[src/b64e_pkg.sv]
`timescale 1ns / 1ps

package b64e_pkg;

    // Group phase codes: position of the next byte within its three-byte group.
    localparam logic [1:0] PHASE_FIRST  = 2'd0;
    localparam logic [1:0] PHASE_SECOND = 2'd1;
    localparam logic [1:0] PHASE_THIRD  = 2'd2;

    // ASCII pad character.
    localparam logic [7:0] PAD_CHAR = 8'h3D;

    // Most characters that one byte can produce.
    localparam int unsigned MAX_CHARS = 4;

    // One byte's worth of output characters, as handed from front to back.
    typedef struct packed {
        logic [MAX_CHARS-1:0][7:0] chars;     // ASCII characters, slot 0 first
        logic [2:0]                num_chars; // number of valid slots, 1 to 4
        logic                      msg_end;   // the last slot ends the message
    } job_t;

    // Maps a 6-bit index to its character in the standard alphabet.
    function automatic logic [7:0] sextet_char(input logic [5:0] idx);
        logic [7:0] v;
        begin
            v = {2'b00, idx};
            if (idx < 6'd26) begin
                sextet_char = 8'h41 + v;
            end else if (idx < 6'd52) begin
                sextet_char = 8'h61 + v - 8'd26;
            end else if (idx < 6'd62) begin
                sextet_char = 8'h30 + v - 8'd52;
            end else if (idx == 6'd62) begin
                sextet_char = 8'h2B;
            end else begin
                sextet_char = 8'h2F;
            end
        end
    endfunction

endpackage

[src/base64_stream_encoder.sv]
`timescale 1ns / 1ps

// Channel   Direction  Ports                                   Carries
// s_        in         s_valid, s_ready, s_data_byte, s_final_byte   one raw byte
// m_        out        m_valid, m_ready, m_out_char, m_end_of_text   one Base64 char
//
// Each byte is one input transfer; its one to four characters leave one per cycle
// while m_ready is high, so the output port sets the rate in a long message.
// A byte's first character is registered in a queue slot, then in the output
// register, before it can be taken.
// Reset (aresetn, synchronous) clears the group phase, queue and output valid.
// The front stalls only when the job queue is full; the back stalls only on m_ready.
module base64_stream_encoder #(
    parameter int unsigned QUEUE_DEPTH = 2
) (
    input  logic       aclk,
    input  logic       aresetn,
    input  logic       s_valid,
    output logic       s_ready,
    input  logic [7:0] s_data_byte,
    input  logic       s_final_byte,
    output logic       m_valid,
    input  logic       m_ready,
    output logic [7:0] m_out_char,
    output logic       m_end_of_text
);
    import b64e_pkg::*;

    logic push;
    logic pop;
    logic queue_full;
    logic head_valid;
    job_t push_job;
    job_t head_job;

    // Front: accept bytes and turn them into character jobs.
    b64e_front u_front (
        .aclk         (aclk),
        .aresetn      (aresetn),
        .s_valid      (s_valid),
        .s_ready      (s_ready),
        .s_data_byte  (s_data_byte),
        .s_final_byte (s_final_byte),
        .queue_full   (queue_full),
        .push         (push),
        .push_job     (push_job)
    );

    // Job queue between front and back.
    b64e_queue #(
        .DEPTH (QUEUE_DEPTH)
    ) u_queue (
        .aclk       (aclk),
        .aresetn    (aresetn),
        .push       (push),
        .push_job   (push_job),
        .full       (queue_full),
        .pop        (pop),
        .head_valid (head_valid),
        .head_job   (head_job)
    );

    // Back: emit characters one at a time.
    b64e_back u_back (
        .aclk          (aclk),
        .aresetn       (aresetn),
        .head_valid    (head_valid),
        .head_job      (head_job),
        .pop           (pop),
        .m_valid       (m_valid),
        .m_ready       (m_ready),
        .m_out_char    (m_out_char),
        .m_end_of_text (m_end_of_text)
    );

endmodule

[src/b64e_front.sv]
`timescale 1ns / 1ps

module b64e_front (
    input  logic          aclk,
    input  logic          aresetn,
    input  logic          s_valid,
    output logic          s_ready,
    input  logic [7:0]    s_data_byte,
    input  logic          s_final_byte,
    input  logic          queue_full,
    output logic          push,
    output b64e_pkg::job_t push_job
);
    import b64e_pkg::*;

    logic [1:0] phase_reg, phase_next;
    logic [5:0] carry_reg, carry_next;
    logic [5:0] new_carry;

    // A request is taken whenever the queue has a free slot.
    assign s_ready = !queue_full;
    assign push    = s_valid && s_ready;

    // Classify the byte by its group phase and build its characters.
    always_comb begin
        push_job         = '0;
        push_job.msg_end = s_final_byte;
        new_carry        = '0;
        phase_next       = phase_reg;
        carry_next       = carry_reg;
        unique case (phase_reg)
            PHASE_SECOND: begin
                new_carry             = {s_data_byte[3:0], 2'b00};
                push_job.chars[0]     = sextet_char(carry_reg | {2'b00, s_data_byte[7:4]});
                push_job.num_chars    = 3'd1;
                if (s_final_byte) begin
                    push_job.chars[1]  = sextet_char(new_carry);
                    push_job.chars[2]  = PAD_CHAR;
                    push_job.num_chars = 3'd3;
                end
                phase_next = PHASE_THIRD;
                carry_next = new_carry;
            end
            PHASE_THIRD: begin
                push_job.chars[0]  = sextet_char(carry_reg | {4'b0000, s_data_byte[7:6]});
                push_job.chars[1]  = sextet_char(s_data_byte[5:0]);
                push_job.num_chars = 3'd2;
                phase_next         = PHASE_FIRST;
                carry_next         = '0;
            end
            default: begin
                new_carry          = {s_data_byte[1:0], 4'b0000};
                push_job.chars[0]  = sextet_char(s_data_byte[7:2]);
                push_job.num_chars = 3'd1;
                if (s_final_byte) begin
                    push_job.chars[1]  = sextet_char(new_carry);
                    push_job.chars[2]  = PAD_CHAR;
                    push_job.chars[3]  = PAD_CHAR;
                    push_job.num_chars = 3'd4;
                end
                phase_next = PHASE_SECOND;
                carry_next = new_carry;
            end
        endcase
        // The end of a message starts the next one from a clean group.
        if (s_final_byte) begin
            phase_next = PHASE_FIRST;
            carry_next = '0;
        end
    end

    // Group state advances only on an accepted request.
    always_ff @(posedge aclk) begin
        if (!aresetn) begin
            phase_reg <= PHASE_FIRST;
            carry_reg <= '0;
        end else if (push) begin
            phase_reg <= phase_next;
            carry_reg <= carry_next;
        end
    end

endmodule

[src/b64e_queue.sv]
`timescale 1ns / 1ps

module b64e_queue #(
    parameter int unsigned DEPTH = 2
) (
    input  logic           aclk,
    input  logic           aresetn,
    input  logic           push,
    input  b64e_pkg::job_t push_job,
    output logic           full,
    input  logic           pop,
    output logic           head_valid,
    output b64e_pkg::job_t head_job
);
    import b64e_pkg::*;

    localparam int unsigned PTR_W = (DEPTH > 1) ? $clog2(DEPTH) : 1;
    localparam int unsigned CNT_W = $clog2(DEPTH + 1);

    job_t             slot_reg [DEPTH];
    logic [PTR_W-1:0] wr_ptr_reg, wr_ptr_next;
    logic [PTR_W-1:0] rd_ptr_reg, rd_ptr_next;
    logic [CNT_W-1:0] count_reg, count_next;

    assign full       = (count_reg == CNT_W'(DEPTH));
    assign head_valid = (count_reg != '0);
    assign head_job   = slot_reg[rd_ptr_reg];

    // Pointer wrap and fill count.
    always_comb begin
        wr_ptr_next = wr_ptr_reg;
        rd_ptr_next = rd_ptr_reg;
        count_next  = count_reg;
        if (push) begin
            wr_ptr_next = (wr_ptr_reg == PTR_W'(DEPTH - 1)) ? '0 : wr_ptr_reg + 1'b1;
        end
        if (pop) begin
            rd_ptr_next = (rd_ptr_reg == PTR_W'(DEPTH - 1)) ? '0 : rd_ptr_reg + 1'b1;
        end
        if (push && !pop) begin
            count_next = count_reg + 1'b1;
        end else if (pop && !push) begin
            count_next = count_reg - 1'b1;
        end
    end

    always_ff @(posedge aclk) begin
        if (!aresetn) begin
            wr_ptr_reg <= '0;
            rd_ptr_reg <= '0;
            count_reg  <= '0;
        end else begin
            wr_ptr_reg <= wr_ptr_next;
            rd_ptr_reg <= rd_ptr_next;
            count_reg  <= count_next;
        end
    end

    // Slot storage needs no reset.
    always_ff @(posedge aclk) begin
        if (push) begin
            slot_reg[wr_ptr_reg] <= push_job;
        end
    end

    // The fill count never passes the depth.
    assert property (@(posedge aclk) disable iff (!aresetn)
        count_reg <= CNT_W'(DEPTH))
        else $error("queue count exceeds depth");

    // Nothing is removed from an empty queue.
    assert property (@(posedge aclk) disable iff (!aresetn)
        pop |-> count_reg != '0)
        else $error("pop from empty queue");

    // A lone push grows the count by one.
    assert property (@(posedge aclk) disable iff (!aresetn)
        (push && !pop) |=> count_reg == $past(count_reg) + 1'b1)
        else $error("push did not grow queue count");

endmodule

[src/b64e_back.sv]
`timescale 1ns / 1ps

module b64e_back (
    input  logic           aclk,
    input  logic           aresetn,
    input  logic           head_valid,
    input  b64e_pkg::job_t head_job,
    output logic           pop,
    output logic           m_valid,
    input  logic           m_ready,
    output logic [7:0]     m_out_char,
    output logic           m_end_of_text
);
    import b64e_pkg::*;

    logic [1:0] idx_reg, idx_next;
    logic       m_valid_reg, m_valid_next;
    logic [7:0] m_out_char_reg;
    logic       m_end_of_text_reg;
    logic       load;
    logic       last_slot;

    assign m_valid       = m_valid_reg;
    assign m_out_char    = m_out_char_reg;
    assign m_end_of_text = m_end_of_text_reg;

    // The output register takes a new character when empty or being drained.
    assign load      = head_valid && (!m_valid_reg || m_ready);
    assign last_slot = ({1'b0, idx_reg} == (head_job.num_chars - 3'd1));
    assign pop       = load && last_slot;

    // Step through the head entry's characters, one per load.
    always_comb begin
        idx_next     = idx_reg;
        m_valid_next = m_valid_reg;
        if (load) begin
            idx_next     = last_slot ? 2'd0 : idx_reg + 2'd1;
            m_valid_next = 1'b1;
        end else if (m_ready) begin
            m_valid_next = 1'b0;
        end
    end

    always_ff @(posedge aclk) begin
        if (!aresetn) begin
            idx_reg     <= '0;
            m_valid_reg <= 1'b0;
        end else begin
            idx_reg     <= idx_next;
            m_valid_reg <= m_valid_next;
        end
    end

    // Character payload.
    always_ff @(posedge aclk) begin
        if (load) begin
            m_out_char_reg    <= head_job.chars[idx_reg];
            m_end_of_text_reg <= head_job.msg_end && last_slot;
        end
    end

endmodule

[config.mk]
export PLATFORM = sky130hd
export DESIGN_NAME = base64_stream_encoder
export DESIGN_NICKNAME = d
export VERILOG_FILES = /design/src/b64e_pkg.sv /design/src/base64_stream_encoder.sv /design/src/b64e_front.sv /design/src/b64e_queue.sv /design/src/b64e_back.sv
export SDC_FILE = /design/constraint.sdc
export NUM_CORES = 1
export LEC_CHECK = 0
export BUFFER_PORTS_ARGS = -buffer_cell sky130_fd_sc_hd__buf_2
export CAP_MARGIN = 20
export CORE_MARGIN = 4
export CORE_UTILIZATION = 66
export CTS_CLUSTER_SIZE = 28
export DETAILED_ROUTE_END_ITERATION = 8
export HOLD_SLACK_MARGIN = 0.06
export PLACE_DENSITY_LB_ADDON = 0.1
export SYNTH_ARGS = -nofsm -noshare
export SYNTH_HDL_FRONTEND = slang
export SYNTH_SLANG_ARGS = --single-unit
[constraint.sdc]
create_clock -name aclk -period 4.05 [get_ports aclk]
set_clock_uncertainty 0.1 [all_clocks]
set_input_delay 0.6075 -clock aclk [delete_from_list [all_inputs] [get_ports aclk]]
set_output_delay 0.6075 -clock aclk [all_outputs]
set_load 0.005 [all_outputs]
# Word-level counts from Yosys, hierarchy flattened
# Memories as Yosys holds them, arrays and structs flattened. A register that Yosys moved wholly into a read port is not among the register bits.
# Cells that the tools add are included.
# Widths: inputs -> output; s select.
# classes
addsub	36
magnitude_cmp	19
n_eq_ne	8
n_mux	46
bitwise	2
n_reduce_logical	15
# ops
op	count
$mux 8	19
$add 7x6->8 const A	12
$lt 6x6->1 const B	12
$sub 8x5->8 const B	6
$sub 8x6->8 const B	6
$add 6x6->7 const A	6
$pmux 19 s2	1
$lt 6x5->1 const B	6
$eq 6x6->1 const B	4
$mux 22	1
$bmux 8 s2	1
$pmux 8 s2	1
$mux 3	5
$mux 14	1
$mux 6	2
$pmux 6 s2	1
$mux 2	5
$mux 1	8
$logic_and 1x1->1	6
$or 6x2->6	1
$or 6x4->6	1
$reduce_bool 2->1	3
$add 2x1->2 const B	2
$eq 2x2->1 const B	2
other kinds (10)	14
# totals
reg_bits	24
ram_bits	68
input_bits	13
output_inout_bits	11
word_cells	136
memories	1
# memory_table
name	words	word_bits	read_ports	rd_ports_with_merged_regs	wr	line	source
u_queue.slot_reg	2	34	1	1	1	b64e_queue.sv:20	job_t slot_reg [DEPTH];

# Logic depth before layout (Yosys ltp)
# Gate-level depths: netlist (run 1).
# logic_depth
depth_word	7
mapped_depth	10
mapped_depth_nobuf	8

# Cells and area by module
# A second synthesis (run 1) with hierarchy kept.
# hier_totals
hier_cells	549
area_unflattened_um2	5968.2
# by_module_without_submodules
mod	n_inst	cells_per_inst	area_per_inst_um2
b64e_queue	1	134	2827.7
b64e_front	1	374	2477.4
b64e_back	1	41	663.1

# Least setup slack after synthesis (run 1)
# Ideal clock, no wire load.
# synth_timing
path_kind	input port to flip-flop
startpoint	input s_data_byte[3]
endpoint	memory u_queue.slot_reg[0][13] in the netlist's numbering, data pin
setup_time_ps	264
arrival_time_ps	2308
required_ps	3686
setup_slack_ps	1378
cell_stages	10
n_path_buf	3
path_cell_list	buf_4 > clkbuf_1 > inv_1 > ha_1 > nand2b_1 > clkbuf_1 > mux2i_1 > mux2_1 > a22oi_1 > o2bb2ai_1
# synth_lines
item	line	source
start, declared	base64_stream_encoder.sv:20	input logic [7:0] s_data_byte,
end, declared	b64e_queue.sv:20	

==> impl_results.md, run 1 <==
- Core Region: 7292 sq um
- R2r setup slk: 1.03 ns
- FF-to-FF path depth: 6
- Largest net degree at the start of global routing: 24
- Critical Path Start Type: flop
- Sink of the worst hold path: u_front.phase_reg[1]
- Wire per inst: 19.97 um
- Cts hold-fix bufs: 0
- Post-route ant nets: 0
- Max frequency: 330.9 MHz
- Routing usage on met1: 40.91%
- Max reg flops: 42
- Gr usage total: 28.31%
- CP Capture Type: flop
- Worst Hold Depth: 2
- Most frequent cells in the layout: edfxtp_1, o21ai_0, nor2_1
- Gr ovfl total: 0
- GRT busiest layer: met2
- R2r startpoint: u_front.carry_reg[4]
- Number of global-route vias before repair: 3785
- #FFs+latches synth: 65
- Fin. Hold Viols: 0
- Maxcap violations: 0
- CTS buffer count: 9
- Peak VDD IR: 0.4835 mV
- Worst path required time: 4.04 ns
- Leakage Power: 1.883 nW
- Pwr/cell area: 445.4 nW/um^2
- First-pass GRT wire length: 19580 um
- Register area share after synthesis: 36.43%
- Clock Path Buffers: 2
- Critical path arrival: 3.01 ns
- Area Overhead vs Synth: 4.805%
- Rel. slew slack: 50.13%
- Initial antenna violation count: 0
- Synthesized area: 4974 sq um
- Period utilization: 74.63%
- Final WL: 12300 um
- Status: complete, no violations
- GR Layer Usage met3: 7.171%
- TritonCTS clock tree: done
- Die Ht: 94.81 um
- Die ar.: 8989 sq um
- Min Clock Period, post-route: 3.022 ns
- Via count: 4092
- Setup TNS: 0 ns
- Final Max Tran Viols: 0
- Top FF cell, synth: edfxtp_1
- Setup WS pre-CTS: 0.9561 ns
- Num rows: 31
- Syn Area/Cell: 9.601 sq um
- Number of H-tree levels: 3
- # nets final: 555
- Syn nets: 561
- Commonest non-fill, non-tap cell in the layout: edfxtp_1
- Post-CTS resize count: 0
- DP Wirelength: 8857 um
- Ports: 24
- Synth warnings: 0
- TritonCTS Sinks: 65
- Setup WS post-layout: 1.028 ns
- Die Wd: 94.81 um
- Detailed Route Iter0 Violations: 467
- Gate Count Post-Synth: 518
- Clk Latency, worst-skew pair: 0.32 ns
- CTS root buffer: clkbuf_8
- HP Class: reg -> reg
- Final setup violation count: 0
- Worst Max-Slew Pin Slew: 0.7480 ns
- Worst-path clk slew: 0.07 ns
- Ys async rst share: 0%
- Post-CTS Setup Bufs: 0
- Buffers on Ports: 23
- Share of cells above drive strength 1: 12.96%
- RSZ-0062 raised after global routing: false
- Power Total: 2.322 mW
- Synth unique cells: 79
- Fillers: 572
- Reg-to-reg endpoint: u_queue.slot_reg[0][6]
- Grt met2 use: 41.87%
- Antenna cells: 0
- Hold Crit Start: u_front.phase_reg[1]
- CP Max Fanout: 15
- Gpl congestion: 0.9643
- Type of the worst setup path: reg -> reg
- Post-synth EDFFs: 51
- Drt via density: 6.643
- Post-Route Utilization: 71.48%
- Initial Util: 68.21%
- DRC viols: 0
- Pre-antenna DRT Iters: 8
==> report_power, final <==
group	switching (mW)	internal, mW
Clock	0.223	0.326
Combinational	0.445	0.316
Sequential	0.0797	0.931
==> metrics by stage <==
step | hold WS (ns) | cell area [sq um] | cells
after floorplan | 0.3907 | 4974 | 518
after global placement | 0.4150 | 5000 | 600
after detailed placement | 0.4282 | 5000 | 600
after CTS | 0.4373 | 5213 | 616
after global routing | 0.4830 | 5213 | 616
final | 0.4335 | 5213 | 616
==> worst max-delay path by stage <==
stage / cells past startpoint / end / startpoint
final: 6 / u_queue.slot_reg[0][6] / u_front.carry_reg[4]
after global routing: 6 / u_queue.slot_reg[0][6] / u_front.carry_reg[4]
after global placement: 8 / u_queue.slot_reg[0][8] / s_data_byte[4]
after floorplan: 10 / u_queue.slot_reg[0][13] / s_data_byte[3]
after CTS: 6 / u_queue.slot_reg[0][6] / u_front.carry_reg[4]
after detailed placement: 8 / u_queue.slot_reg[0][8] / s_data_byte[4]
==> metal layers <==
metal	wire [um]	up-vias
met1	5140	1911
met5	0	-
met4	342	0
met3	1207	33
li1	-	1926
met2	5611	222
==> worst max-delay path, cell delays in order, from the launching register on <==
cell       delay (ns)
dfxtp_1          0.71
ha_1             0.61
nand2b_1         0.31
or3_1            0.41
o2111ai_1        0.10
o211ai_1         0.13
a32oi_1          0.41
==> cells by family (layout without fill, tap and decap cells) <==
| group | count (synthesis) | after routing | synth area share, % |
|---|---|---|---|
| AO/OA/AOI/OAI | 161 | 161 | 22.79 |
| AND/OR/NAND/NOR | 149 | 149 | 16.00 |
| buffers and inverters | 68 | 67 | 6.692 |
| flip-flops | 65 | 65 | 36.43 |
| adder cells (fa/ha/maj) | 30 | 30 | 7.547 |
| XOR/XNOR | 24 | 24 | 4.226 |
| multiplexers | 21 | 21 | 6.314 |
==> cell usage after synthesis (6+ instances only) <==
cell      instances  area (sq um)
a21o_1            8         60.06
a21oi_1          26         130.1
buf_2             8         40.04
buf_6             7         78.83
clkbuf_1         25         93.84
dfxtp_1          14         280.3
edfxtp_1         51          1531
ha_1             30         375.4
inv_1            23         86.33
mux2i_1          10         100.1
mux4_2            8         180.2
nand2_1          30         112.6
nand2b_1          8         50.05
nand3_1          13         65.06
nor2_1           33         123.9
nor2b_1          19         118.9
nor3_1            9         45.04
o211ai_1         16         120.1
o21ai_0          35         175.2
xnor2_1          18         157.7
xor2_1            6         52.55
==> final cells by class <==
type | count | area [sq um] | share of cell area (%)
tap | 99 | 123.9 | 2.376
clock buffer | 15 | 207.7 | 3.985
sequential | 65 | 1812 | 34.76
timing repair buffer | 27 | 145.1 | 2.784
inverter | 24 | 90.09 | 1.728
clock inverter | 1 | 5.005 | 0.09602
multi-input combinational | 385 | 2829 | 54.27
(Power assumes the default switching activity.)
==> run 2, diff against run 1 <==
--- a/config.mk
+++ b/config.mk
@@ -8,7 +8,7 @@
 export BUFFER_PORTS_ARGS = -buffer_cell sky130_fd_sc_hd__buf_2
 export CAP_MARGIN = 20
 export CORE_MARGIN = 4
-export CORE_UTILIZATION = 66
+export CORE_UTILIZATION = 63
 export CTS_CLUSTER_SIZE = 28
 export DETAILED_ROUTE_END_ITERATION = 8
 export HOLD_SLACK_MARGIN = 0.06
==> constraint.sdc (replaced) <==
create_clock -name aclk -period 2.9 [get_ports aclk]
set_clock_uncertainty 0.1 [all_clocks]
set_input_delay 0.435 -clock aclk [delete_from_list [all_inputs] [get_ports aclk]]
set_output_delay 0.435 -clock aclk [all_outputs]
set_load 0.005 [all_outputs]
==> run 2 against run 1 <==
Setup slack lost 0.78 ns. Design area grew 3.0%. Routed wire length grew 3.7%. Critical path type unchanged. Highest routed layer unchanged. Largest cell class unchanged.
==> impl_results.md, run 2 (synthesis gave the netlist of run 1 again) <==
- Top Layer Used: met4
- Fin. Hold Viols: 0
- Gr usage total: 27.18%
- Worst path required time: 3.06 ns
- Post-CTS resize count: 0
- FF-to-FF path depth: 7
- Post-CTS Setup Bufs: 0
- Ports: 24
- Met3 wire len: 1062 um
- DRC viols: 0
- Die Ht: 96.85 um
- Worst-path clk slew: 0.08 ns
- Setup WS pre-CTS: 0.2606 ns
- Area of the multi-input gates: 2829 sq um
- Final setup violation count: 0
- R2r setup slk: 0.24 ns
- Final Max Tran Viols: 0
- Fillers: 604
- Peak VDD IR: 0.3753 mV
- Worst Max-Slew Pin Slew: 0.6675 ns
- Initial Util: 64.70%
- Rel. slew slack: 54.92%
- Hold Crit Start: aresetn
- Die ar.: 9380 sq um
- Leakage Power: 1.988 nW
- Gr ovfl total: 0
- Initial antenna violation count: 0
- Reg-to-reg endpoint: u_queue.count_reg[1]
- Register area: 1812 sq um
- Max frequency: 376.4 MHz
- Sink of the worst hold path: u_queue.wr_ptr_reg
- Gpl congestion: 1.013
- CP Max Fanout: 3
- Via count: 4222
- Setup WS post-layout: 0.2430 ns
- # nets final: 577
- Final instance area: 5370 sq um
- CP Capture Type: flop
- Commonest non-fill, non-tap cell in the layout: edfxtp_1
- Number of global-route vias before repair: 3912
- Number of H-tree levels: 3
- Most frequent cells in the layout: edfxtp_1, o21ai_0, nor2_1
- Post-route ant nets: 0
- Clk Latency, worst-skew pair: 0.34 ns
- Detailed Route Iter0 Violations: 363
- TritonCTS Sinks: 65
- Antenna cells: 0
- Largest net degree at the start of global routing: 22
- Die Wd: 96.85 um
- First-pass GRT wire length: 20530 um
- TritonCTS clock tree: done
- Period utilization: 91.62%
- Met2 WL post-DR: 6098 um
- Num rows: 32
- CTS buffer count: 9
- RSZ-0062 raised after global routing: false
- Area Overhead vs Synth: 7.975%
- Clock Path Buffers: 2
- Cts hold-fix bufs: 0
- Placed Area: 5169 sq um
- CTS root buffer: clkbuf_8
- Worst Hold Depth: 2
- Pre-antenna DRT Iters: 5
- Status: complete, no violations
- Critical path arrival: 2.82 ns
- HP Class: in -> reg
- Share of cells above drive strength 1: 16.70%
- Core Region: 7687 sq um
- Critical Path Start Type: flop
- Type of the worst setup path: reg -> reg
- WL met1: 5327 um
- Wire per inst: 19.89 um
- Maxcap violations: 0
- Final WL: 12750 um
- Setup TNS: 0 ns
- Buffers on Ports: 23
- Min Clock Period, post-route: 2.657 ns
- Drt via density: 6.587
- Power Total: 3.323 mW
- Max reg flops: 42
- Pwr/cell area: 618.9 nW/um^2
- DP Wirelength: 9485 um
==> run 2: worst max-delay path by stage <==
| stage | cells after the start | slack (ns) | to | start |
|---|---|---|---|---|
| 3_5_place_dp | 8 | 0.26 | u_queue.slot_reg[0][9] | s_data_byte[4] |
| 6_report | 7 | 0.24 | u_queue.count_reg[1] | flop |
| 3_3_place_gp | 8 | 0.34 | u_queue.slot_reg[0][9] | s_data_byte[4] |
| 5_1_grt | 6 | 0.13 | u_queue.slot_reg[1][6] | u_front.carry_reg[5] |
| 4_1_cts | 7 | 0.26 | u_queue.count_reg[1] | flop |
| 2_1_floorplan | 10 | 0.40 | u_queue.slot_reg[0][13] | s_data_byte[3] |
==> run 2: layout make-up <==
cell class,instances,share of cell area (%)
clock buffer,9,2.307
clock inverter,7,1.445
inverter,24,1.678
multi-input combinational,385,52.68
sequential,65,33.74
tap,102,2.377
timing repair buffer,49,5.778
==> run 2: worst max-delay path, cell delays in order, from the launching register on <==
cell      delay [ns]
dfxtp_1         0.40
mux2i_1         0.37
ha_1            0.32
xor2_1          0.23
nand4_1         0.27
ha_1            0.39
or3_1           0.34
a21boi_0        0.18
==> run 2: per-layer routing <==
layer  up-vias  GRT usage, %
met3        29         4.903
met1      1996         38.06
li1       1970             -
met2       227         43.15
met4         0         8.099
met5         -             0
==> run 2: power by group <==
part           leakage [nW]  switching [mW]  internal, mW  total, mW
Sequential            0.598          0.0961          1.30       1.39
Clock                 0.105           0.370         0.406      0.776
Combinational          1.29           0.667         0.486       1.15
Total                  1.99            1.13          2.19       3.32
==> run 2: stage by stage <==
stage / hold slack (ns) / cells / util, %
final: 0.3494 / 641 / 69.86
after floorplan: 0.3907 / 518 / -
after global routing: 0.3435 / 641 / 69.86
after global placement: 0.4087 / 625 / 67.24
after detailed placement: 0.4405 / 625 / 67.24
after CTS: 0.3278 / 641 / 69.86
